[src/hdl/ucjkrf_pkg.sv]
// ----------------------------------------------------------------------------
// ucjkrf_pkg: shared types and constants of the CJK / Latin record filter
// Byte classes, verdict codes, register indexes and item/result structs.
// ----------------------------------------------------------------------------
package ucjkrf_pkg;

  // UTF-8 byte classes of interest
  localparam logic [7:0] LEAD_LO  = 8'hE4;
  localparam logic [7:0] LEAD_HI  = 8'hE9;
  localparam logic [7:0] CONT_LO  = 8'h80;
  localparam logic [7:0] CONT_HI  = 8'hBF;
  localparam logic [7:0] UPPER_LO = 8'h41;
  localparam logic [7:0] UPPER_HI = 8'h5A;
  localparam logic [7:0] LOWER_LO = 8'h61;
  localparam logic [7:0] LOWER_HI = 8'h7A;

  localparam int unsigned TOTAL_W = 16;
  localparam int unsigned RUN_W   = 8;

  localparam logic [TOTAL_W-1:0] CJK_LIMIT_RST = 16'd512;
  localparam logic [RUN_W-1:0]   RUN_LIMIT_RST = 8'd5;
  localparam logic [RUN_W-1:0]   RUN_MAX       = 8'hFF;

  // configuration register indexes
  localparam int unsigned CFG_IDX_W = 1;
  localparam logic [CFG_IDX_W-1:0] CFG_CJK_LIMIT = 1'b0;
  localparam logic [CFG_IDX_W-1:0] CFG_RUN_LIMIT = 1'b1;

  localparam int unsigned IN_DATA_W  = 16;
  localparam int unsigned OUT_DATA_W = 24;

  typedef enum logic [2:0] {
    VERDICT_ACCEPT    = 3'd0,
    VERDICT_EMPTY_Q   = 3'd1,
    VERDICT_EMPTY_A   = 3'd2,
    VERDICT_CJK_HIGH  = 3'd3,
    VERDICT_LONG_RUN  = 3'd4
  } verdict_e;

  // lookahead window contents: nothing, a lead byte, lead plus one continuation
  typedef enum logic [1:0] {
    FILL_NONE      = 2'd0,
    FILL_LEAD      = 2'd1,
    FILL_LEAD_CONT = 2'd2
  } fill_e;

  typedef struct packed {
    logic [7:0] text_byte;
    logic       byte_present;
    logic       field_end;
    logic       answer_field;
  } in_item_t;

  typedef struct packed {
    logic [TOTAL_W-1:0] cjk_limit;
    logic [RUN_W-1:0]   run_limit;
  } cfg_t;

  typedef struct packed {
    verdict_e           verdict;
    logic [TOTAL_W-1:0] cjk_total;
  } result_t;

  function automatic logic is_lead(input logic [7:0] b);
    return (b >= LEAD_LO) && (b <= LEAD_HI);
  endfunction

  function automatic logic is_cont(input logic [7:0] b);
    return (b >= CONT_LO) && (b <= CONT_HI);
  endfunction

  function automatic logic is_letter(input logic [7:0] b);
    return ((b >= UPPER_LO) && (b <= UPPER_HI)) || ((b >= LOWER_LO) && (b <= LOWER_HI));
  endfunction

endpackage

[src/hdl/ucjkrf_cfg_regs.sv]
// ----------------------------------------------------------------------------
// ucjkrf_cfg_regs: configuration registers
// Holds the CJK limit and the letter run limit, written by index.
// ----------------------------------------------------------------------------
module ucjkrf_cfg_regs (
  input  logic                                 clk_i,
  input  logic                                 rst_ni,
  input  logic                                 cfg_valid_i,
  output logic                                 cfg_ready_o,
  input  logic [ucjkrf_pkg::CFG_IDX_W-1:0]     cfg_index_i,
  input  logic [ucjkrf_pkg::TOTAL_W-1:0]       cfg_data_i,
  output ucjkrf_pkg::cfg_t                     cfg_o
);
  import ucjkrf_pkg::*;

  logic [TOTAL_W-1:0] cjk_limit_q;
  logic [RUN_W-1:0]   run_limit_q;
  logic               wr_en;

  assign cfg_ready_o = 1'b1;
  assign wr_en       = cfg_valid_i && cfg_ready_o;

  always_ff @(posedge clk_i or negedge rst_ni) begin
    if (!rst_ni) begin
      cjk_limit_q <= CJK_LIMIT_RST;
      run_limit_q <= RUN_LIMIT_RST;
    end else if (wr_en) begin
      unique case (cfg_index_i)
        CFG_CJK_LIMIT: cjk_limit_q <= cfg_data_i;
        CFG_RUN_LIMIT: run_limit_q <= cfg_data_i[RUN_W-1:0];
        default: ;
      endcase
    end
  end

  assign cfg_o.cjk_limit = cjk_limit_q;
  assign cfg_o.run_limit = run_limit_q;

endmodule

[src/hdl/ucjkrf_scan.sv]
// ----------------------------------------------------------------------------
// ucjkrf_scan: greedy UTF-8 scan and record state
// Tracks the CJK lookahead window, CJK total, letter run and field flags,
// and forms the verdict when an answer field closes.
// ----------------------------------------------------------------------------
module ucjkrf_scan #(
  parameter int unsigned COUNT_BITS = 16
) (
  input  logic                  clk_i,
  input  logic                  rst_ni,
  input  ucjkrf_pkg::in_item_t  item_i,
  input  logic                  item_valid_i,
  input  logic                  advance_i,
  input  ucjkrf_pkg::cfg_t      cfg_i,
  output logic                  res_valid_o,
  output ucjkrf_pkg::result_t   res_o
);
  import ucjkrf_pkg::*;

  localparam int unsigned CMP_W = (COUNT_BITS > TOTAL_W) ? COUNT_BITS : TOTAL_W;

  fill_e                 fill_q, fill_d;
  logic [COUNT_BITS-1:0] cnt_q, cnt_d;
  logic [RUN_W-1:0]      run_q, run_d;
  logic                  exceed_q, exceed_d;
  logic                  q_nonempty_q, q_nonempty_d;
  logic                  a_nonempty_q, a_nonempty_d;

  logic                  b_lead, b_cont, b_letter, present;
  logic                  take_b, run_clr, cjk_inc;
  logic [RUN_W-1:0]      run_base, run_inc;
  logic [CMP_W-1:0]      cnt_ext;
  logic                  emit;

  assign present  = item_i.byte_present;
  assign b_lead   = is_lead(item_i.text_byte);
  assign b_cont   = is_cont(item_i.text_byte);
  assign b_letter = is_letter(item_i.text_byte);

  // window next state
  always_comb begin
    fill_d = fill_q;
    if (present) begin
      unique case (fill_q)
        FILL_NONE:      fill_d = b_lead ? FILL_LEAD : FILL_NONE;
        FILL_LEAD:      fill_d = b_cont ? FILL_LEAD_CONT : (b_lead ? FILL_LEAD : FILL_NONE);
        FILL_LEAD_CONT: fill_d = (!b_cont && b_lead) ? FILL_LEAD : FILL_NONE;
        default:        fill_d = FILL_NONE;
      endcase
    end
    if (item_i.field_end) begin
      fill_d = FILL_NONE;
    end
  end

  // window actions: dropped window bytes are never letters, so they only clear the run
  always_comb begin
    take_b  = 1'b0;
    run_clr = 1'b0;
    cjk_inc = 1'b0;
    if (present) begin
      unique case (fill_q)
        FILL_NONE: begin
          take_b = !b_lead;
        end
        FILL_LEAD: begin
          run_clr = !b_cont;
          take_b  = !b_cont && !b_lead;
        end
        FILL_LEAD_CONT: begin
          run_clr = 1'b1;
          cjk_inc = b_cont;
          take_b  = !b_cont && !b_lead;
        end
        default: ;
      endcase
    end
  end

  // counters and flags
  always_comb begin
    run_base = run_clr ? '0 : run_q;
    run_inc  = (run_base != RUN_MAX) ? run_base + RUN_W'(1) : run_base;
    run_d    = run_base;
    exceed_d = exceed_q;
    if (take_b) begin
      if (b_letter) begin
        run_d = run_inc;
        if (run_inc >= cfg_i.run_limit) begin
          exceed_d = 1'b1;
        end
      end else begin
        run_d = '0;
      end
    end
    if (item_i.field_end) begin
      run_d = '0;
    end

    cnt_d = cnt_q;
    if (cjk_inc && (cnt_q != {COUNT_BITS{1'b1}})) begin
      cnt_d = cnt_q + COUNT_BITS'(1);
    end

    q_nonempty_d = q_nonempty_q | (present & !item_i.answer_field);
    a_nonempty_d = a_nonempty_q | (present &  item_i.answer_field);
  end

  assign emit    = item_i.field_end && item_i.answer_field;
  assign cnt_ext = CMP_W'(cnt_d);

  always_comb begin
    if (!q_nonempty_d) begin
      res_o.verdict = VERDICT_EMPTY_Q;
    end else if (!a_nonempty_d) begin
      res_o.verdict = VERDICT_EMPTY_A;
    end else if (cnt_ext > CMP_W'(cfg_i.cjk_limit)) begin
      res_o.verdict = VERDICT_CJK_HIGH;
    end else if (exceed_d) begin
      res_o.verdict = VERDICT_LONG_RUN;
    end else begin
      res_o.verdict = VERDICT_ACCEPT;
    end
    res_o.cjk_total = (cnt_ext > CMP_W'({TOTAL_W{1'b1}})) ? {TOTAL_W{1'b1}}
                                                         : cnt_ext[TOTAL_W-1:0];
  end

  assign res_valid_o = item_valid_i && emit;

  always_ff @(posedge clk_i or negedge rst_ni) begin
    if (!rst_ni) begin
      fill_q       <= FILL_NONE;
      cnt_q        <= '0;
      run_q        <= '0;
      exceed_q     <= 1'b0;
      q_nonempty_q <= 1'b0;
      a_nonempty_q <= 1'b0;
    end else if (advance_i) begin
      if (emit) begin
        // record closed: start the next one clean
        fill_q       <= FILL_NONE;
        cnt_q        <= '0;
        run_q        <= '0;
        exceed_q     <= 1'b0;
        q_nonempty_q <= 1'b0;
        a_nonempty_q <= 1'b0;
      end else begin
        fill_q       <= fill_d;
        cnt_q        <= cnt_d;
        run_q        <= run_d;
        exceed_q     <= exceed_d;
        q_nonempty_q <= q_nonempty_d;
        a_nonempty_q <= a_nonempty_d;
      end
    end
  end

  a_field_end_clears_window: assert property (@(posedge clk_i) disable iff (!rst_ni)
    advance_i && item_i.field_end |=> fill_q == FILL_NONE && run_q == '0)
    else $error("window or letter run survived a field end");

  a_record_clears: assert property (@(posedge clk_i) disable iff (!rst_ni)
    advance_i && emit |=> cnt_q == '0 && !exceed_q && !q_nonempty_q && !a_nonempty_q)
    else $error("record state not cleared after verdict");

  a_cjk_needs_full_window: assert property (@(posedge clk_i) disable iff (!rst_ni)
    advance_i && !emit && (cnt_d != cnt_q) |=> fill_q == FILL_NONE)
    else $error("CJK count moved without a complete character");

  a_hold_when_stalled: assert property (@(posedge clk_i) disable iff (!rst_ni)
    !advance_i |=> $stable(cnt_q) && $stable(run_q) && $stable(fill_q))
    else $error("record state changed without an advancing item");

endmodule

[src/hdl/utf8_cjk_latin_record_filter_unit.sv]
// ----------------------------------------------------------------------------
// utf8_cjk_latin_record_filter_unit: CJK / Latin record filter top level
// Input register, scan stage and result register around a per-record verdict.
//
//   channel  | direction | payload
//   ---------+-----------+------------------------------------------------
//   s_axis   | in        | tdata: text_byte, byte_present; tlast: field_end;
//            |           | tuser: answer_field
//   m_axis   | out       | tdata: verdict, cjk_total (one per record)
//   cfg      | in        | index 0 cjk_limit, index 1 letter_run_limit
//
// One byte per cycle while no held result stalls the scan stage; each item
// is scanned from the input register and its verdict is loaded into the
// result register. The scan stage's registered state feedback sets that rate.
// Reset clears the record state and loads the limits 512 and 5.
// A held result stalls the scan stage only when a second verdict is due.
// ----------------------------------------------------------------------------
module utf8_cjk_latin_record_filter_unit #(
  parameter int unsigned COUNT_BITS = 16
) (
  input  logic                                  clk_i,
  input  logic                                  rst_ni,
  // tdata: [7:0] text_byte, [8] byte_present, [15:9] zero
  input  logic [ucjkrf_pkg::IN_DATA_W-1:0]      s_axis_tdata,
  input  logic                                  s_axis_tlast,
  // tuser: [0] answer_field
  input  logic                                  s_axis_tuser,
  input  logic                                  s_axis_tvalid,
  output logic                                  s_axis_tready,
  // tdata: [2:0] verdict, [18:3] cjk_total, [23:19] zero
  output logic [ucjkrf_pkg::OUT_DATA_W-1:0]     m_axis_tdata,
  output logic                                  m_axis_tvalid,
  input  logic                                  m_axis_tready,
  input  logic                                  cfg_valid_i,
  output logic                                  cfg_ready_o,
  input  logic [ucjkrf_pkg::CFG_IDX_W-1:0]      cfg_index_i,
  input  logic [ucjkrf_pkg::TOTAL_W-1:0]        cfg_data_i
);
  import ucjkrf_pkg::*;

  localparam int unsigned RES_W = $bits(result_t);

  cfg_t     cfg;
  in_item_t in_d, in_q;
  logic     in_valid_q;
  logic     advance;
  logic     res_valid;
  result_t  res, out_q;
  logic     out_valid_q;
  logic     out_free;
  logic     load_out;

  ucjkrf_cfg_regs u_cfg (
    .clk_i       (clk_i),
    .rst_ni      (rst_ni),
    .cfg_valid_i (cfg_valid_i),
    .cfg_ready_o (cfg_ready_o),
    .cfg_index_i (cfg_index_i),
    .cfg_data_i  (cfg_data_i),
    .cfg_o       (cfg)
  );

  assign in_d.text_byte    = s_axis_tdata[7:0];
  assign in_d.byte_present = s_axis_tdata[8];
  assign in_d.field_end    = s_axis_tlast;
  assign in_d.answer_field = s_axis_tuser;

  ucjkrf_scan #(
    .COUNT_BITS (COUNT_BITS)
  ) u_scan (
    .clk_i        (clk_i),
    .rst_ni       (rst_ni),
    .item_i       (in_q),
    .item_valid_i (in_valid_q),
    .advance_i    (advance),
    .cfg_i        (cfg),
    .res_valid_o  (res_valid),
    .res_o        (res)
  );

  // scan stage moves unless it has a verdict and the result register is still held
  assign out_free      = !out_valid_q || m_axis_tready;
  assign advance       = in_valid_q && (!res_valid || out_free);
  assign load_out      = advance && res_valid;
  assign s_axis_tready = !in_valid_q || advance;

  always_ff @(posedge clk_i or negedge rst_ni) begin
    if (!rst_ni) begin
      in_valid_q <= 1'b0;
    end else if (s_axis_tready) begin
      in_valid_q <= s_axis_tvalid;
    end
  end

  always_ff @(posedge clk_i) begin
    if (s_axis_tready && s_axis_tvalid) begin
      in_q <= in_d;
    end
  end

  always_ff @(posedge clk_i or negedge rst_ni) begin
    if (!rst_ni) begin
      out_valid_q <= 1'b0;
    end else if (load_out) begin
      out_valid_q <= 1'b1;
    end else if (m_axis_tready) begin
      out_valid_q <= 1'b0;
    end
  end

  always_ff @(posedge clk_i) begin
    if (load_out) begin
      out_q <= res;
    end
  end

  assign m_axis_tvalid = out_valid_q;
  assign m_axis_tdata  = {{(OUT_DATA_W - RES_W){1'b0}}, out_q.cjk_total, out_q.verdict};

  a_in_reg_holds: assert property (@(posedge clk_i) disable iff (!rst_ni)
    in_valid_q && !advance |=> in_valid_q && $stable(in_q))
    else $error("input register overwritten before its item was scanned");

  a_verdict_lands: assert property (@(posedge clk_i) disable iff (!rst_ni)
    load_out |=> out_valid_q && out_q == $past(res))
    else $error("verdict not captured in the result register");

  a_no_result_overrun: assert property (@(posedge clk_i) disable iff (!rst_ni)
    out_valid_q && !m_axis_tready |-> !load_out)
    else $error("result register reloaded while its transfer is pending");

endmodule
[config.mk]
export PLATFORM = sky130hd
export DESIGN_NAME = utf8_cjk_latin_record_filter_unit
export DESIGN_NICKNAME = d
export VERILOG_FILES = /design/src/hdl/ucjkrf_pkg.sv /design/src/hdl/ucjkrf_cfg_regs.sv /design/src/hdl/ucjkrf_scan.sv /design/src/hdl/utf8_cjk_latin_record_filter_unit.sv
export SDC_FILE = /design/constraint.sdc
export NUM_CORES = 1
export LEC_CHECK = 0
export BUFFER_PORTS_ARGS = -buffer_cell sky130_fd_sc_hd__buf_2
export CAP_MARGIN = 20
export CORE_MARGIN = 5
export CORE_UTILIZATION = 58
export DETAILED_ROUTE_END_ITERATION = 12
export GPL_ROUTABILITY_DRIVEN = 0
export MAX_ROUTING_LAYER = met4
export PLACE_DENSITY = 0.81
export SLEW_MARGIN = 10
export SYNTH_ARGS = -nofsm -noshare
export SYNTH_HDL_FRONTEND = slang
export SYNTH_HIERARCHICAL = 1
export SYNTH_SLANG_ARGS = --single-unit
[constraint.sdc]
create_clock -name clk_i -period 3.9 [get_ports clk_i]
set_input_delay 0.78 -clock clk_i [delete_from_list [all_inputs] [get_ports clk_i]]
set_output_delay 0.78 -clock clk_i [all_outputs]
set_load 0.1 [all_outputs]
==> results.md <==
* Status: completed
* Final Skew at 0.00948 ns
* Max-slew headroom at 31.3%
* First-pass GRT wire length at 17,100 um
* # hold bufs at CTS at 0
* Critical Path RT at 4.01 ns
* Delay-heaviest family, CP: compound AO/OA/AOI/OAI gates
* Max-Cap Viols at 0
* FF-to-FF setup slack at 0.21 ns
* Sequential cell area fraction in the yosys report at 46.4%
* DIE HEIGHT at 102 um
* Switching part of the total at 26.6%
* Setup crit end: m_axis_tdata[2]$_DFFE_PP_
* Final Power at 1.93 mW
* Worst setup path startpoint: u_scan/fill_q[0]$_DFFE_PN0P_
* Critical path peak fanout at 7
* Cell variety after synth at 71
* # DRC at 0
* Crit path buf inv count at 1
* Die ar. at 10,400 sq um
* R2R cell count at 15
* Post-place setup slack at 0.171 ns
* Post-Synthesis Cells at 454
* Slowest cell on the critical path: dfrtp_1
* Final setup vio count at 0
* Core Rows at 33
* Critical Path Start Type: register
* Switching pwr at 0.512 mW
* P_int at 1.41 mW
* Max-slew violation count at 0
* Via/cell ratio at 6.07
* Power per cell area at 353 nW/um^2
* Synth Register Bits at 85
* Post-route minimum period at 3.69 ns
* YS warnings at 6
* Setup crit end kind: register
* First-pass iteration count of the detailed router at 5
* Hold Crit Class: reg2reg
* Io pins at 67
* GR Overflow Total at 0
* Clock share of power at 33.3%
* Avg WL per Cell at 17.2 um
* Number of cells on the critical path at 15
* Reg2reg end: m_axis_tdata[2]$_DFFE_PP_
* Detail Route Antenna Nets at 0
* Placed cell area at 5230 sq um
* Finished Core Util at 66.4%
* Layout cell share with drive strength beyond 1 at 23.5%
* Total wire length at 10,600 um
* Pin count of the biggest net entering global routing at 37
* Post-route cell area at 5460 sq um
* Core area at 8220 sq um
* Port bufs at 53
* Dpl hpwl at 7930 um
* Combinational Power Share at 14.2%
* Dominant cell type by area after synthesis: dfrtp_1
* Vias in the first global route at 3,680
* Most common cell on crit path: ha_1
* Initial antenna violation count at 0
* Area grow syn2layout at 11.2%
* Area share of the largest cell type after synthesis at 26.5%
* Final nets at 576
* H-tree depth at 3
* Final cycle utilization of the critical path at 94.7%
* Worst Hold Launch: u_cfg/run_limit_q[3]$_DFFE_PN0P_
* Clock Path Buffers at 2
* GRT Overall Usage at 21.5%
* Clk sinks at 85
* DIE WIDTH at 102 um
* Clock Latency Late Sink at 0.35 ns
* CP cell instances: inv_1 > ha_1 > o211ai_1 > or2_1 > and2_1 > ha_1 > o2111ai_2 > nand3_1 > xor2_1 > ha_1 > nand4_1 > and3_1 > o21ai_0 > o2111a_1 > o211a_1
* Worst slew pin tran at 1.03 ns
* Effective utilization at floorplan at 59.8%
* Routed vias at 3,738
* Final Hold Viols at 0
* CTS tree: done
* Final std cells w/o fill at 616
* Starting DRT DRC Count at 266
* Diodes inserted at 0
* Synth Cell Area at 4910 sq um
* P_leak at 2.45 nW
* FMAX at 271 MHz
* Critical Path Max Stage Delay at 0.40 ns
* Setup CP Type: reg2reg
* FF-to-FF Start: u_scan/fill_q[0]$_DFFE_PN0P_
* Final worst slack at 0.209 ns
* Worst VDD drop at 0.161 mV
* EDFF count, synth at 30
* Post-Place Cells at 599
* Root buf cell: clkbuf_8
* Fillcell total at 622
* Synth Flop Type: dfrtp_1
* Area contributors post-synth: dfrtp_1, edfxtp_1, ha_1
* CTS buffer count at 9
* Post-synth ARST share at 64.7%
* Clock transition at path regs at 0.08 ns
* CP arrival at 3.80 ns
* Share of power burned in registers at 52.4%
* Mean Syn Cell Area at 10.8 sq um
==> per-stage QoR <==
| step | hold WS (ns) | TNS (ns) |
|---|---|---|
| final | 0.512 | 0 |
| after global routing | 0.531 | -0.0257 |
| after CTS | 0.516 | 0 |
| after floorplan | 0.479 | 0 |
| after detailed placement | 0.496 | 0 |
| after global placement | 0.491 | 0 |
==> layout by cell type, fill, tap and decap left out, types with 5 or more instances in the layout <==
cell type and count:
o211ai_1 8, ha_1 30, nor2_1 15, xor2_1 10, nand4_1 11, a22o_1 5, xnor2_1 10, and2_1 5
mux2_2 16, edfxtp_1 30, inv_1 32, o21ai_0 12, dfrtp_1 52, mux2_4 10, clkbuf_8 9, a21oi_1 26
a31oi_1 6, nand2b_1 6, a21o_1 6, nand2_1 38, conb_1 6, nand3_1 13, buf_2 53, and3_1 10
buf_4 6
==> worst min-delay path by stage <==
stage	slack, ns	cells past startpoint	end
CTS	0.52	1	u_cfg/run_limit_q[3]$_DFFE_PN0P_
finish	0.51	1	u_cfg/run_limit_q[3]$_DFFE_PN0P_
floorplan	0.48	0	in_valid_q$_DFFE_PN0P_
detailed placement	0.50	1	u_cfg/run_limit_q[3]$_DFFE_PN0P_
global placement	0.49	1	u_cfg/run_limit_q[3]$_DFFE_PN0P_
global route	0.53	1	u_cfg/cjk_limit_q[15]$_DFFE_PN0P_
==> synth_stat cells (5+ instances only) <==
cell type / number
dfrtp_1: 52
nand2_1: 38
inv_1: 32
edfxtp_1: 30
ha_1: 30
a21oi_1: 26
mux2_2: 16
nor2_1: 15
nand3_1: 13
o21ai_0: 12
nand4_1: 11
and3_1: 10
mux2_4: 10
xnor2_1: 10
xor2_1: 10
clkbuf_1: 8
o211ai_1: 8
a21o_1: 6
a31oi_1: 6
buf_4: 6
nand2b_1: 6
nor3_1: 6
a22o_1: 5
and2_1: 5
==> power groups by stage <==
stage | Sequential (mW) | Combinational (mW) | Clock [mW]
2_1_floorplan | 1.05 | 0.173 | 0
3_3_place_gp | 1.03 | 0.257 | 0
3_5_place_dp | 1.03 | 0.272 | 0
4_1_cts | 1.01 | 0.273 | 0.658
5_1_grt | 1.02 | 0.297 | 0.699
6_report | 1.01 | 0.274 | 0.642
==> layer usage <==
metal / up-vias / GRT usage, % / share of wire, %
met1: 1812 / 26.2 / 41
met5: - / - / 0
li1: 1776 / - / -
met3: 15 / 3.69 / 6.1
met2: 135 / 36.2 / 51
met4: 0 / 7.77 / 1.3
==> registers in the layout, indices dropped and copies added, names as in the netlist <==
name / flops
u_scan/run_q: 8
u_cfg/cjk_limit_q: 16
u_scan/fill_q: 2
m_axis_tdata: 19
u_scan/cnt_q: 16
u_scan/exceed_q: 1
u_scan/q_nonempty_q: 1
m_axis_tvalid: 1
in_q: 11
in_valid_q: 1
u_cfg/run_limit_q: 8
u_scan/a_nonempty_q: 1
==> final cells by class <==
class	count	area [sq um]	share of cell area (%)
clock buffer	13	160	2.93
clock inverter	3	43.8	0.802
inverter	32	120	2.20
multi-input combinational	319	2410	44.2
sequential	85	2280	41.8
tap	105	131	2.41
timing repair buffer	59	310	5.68
==> repair_timing <==
action                                  CTS  global route
resized for setup                         0             5
endpoints found under the setup margin    0             3
setup buffers                             0             1
==> logic make-up after synthesis <==
kind of cell | count (synthesis) | share of synthesized area [%]
AO/OA/AOI/OAI | 101 | 14.7
XOR/XNOR | 20 | 3.57
adder cells (fa/ha/maj) | 30 | 7.64
buffers and inverters | 54 | 5.25
flip-flops | 85 | 46.4
multiplexers | 26 | 6.73
other | 2 | 0.153
AND/OR/NAND/NOR | 136 | 15.5
Power figures use the tool's default switching activity.
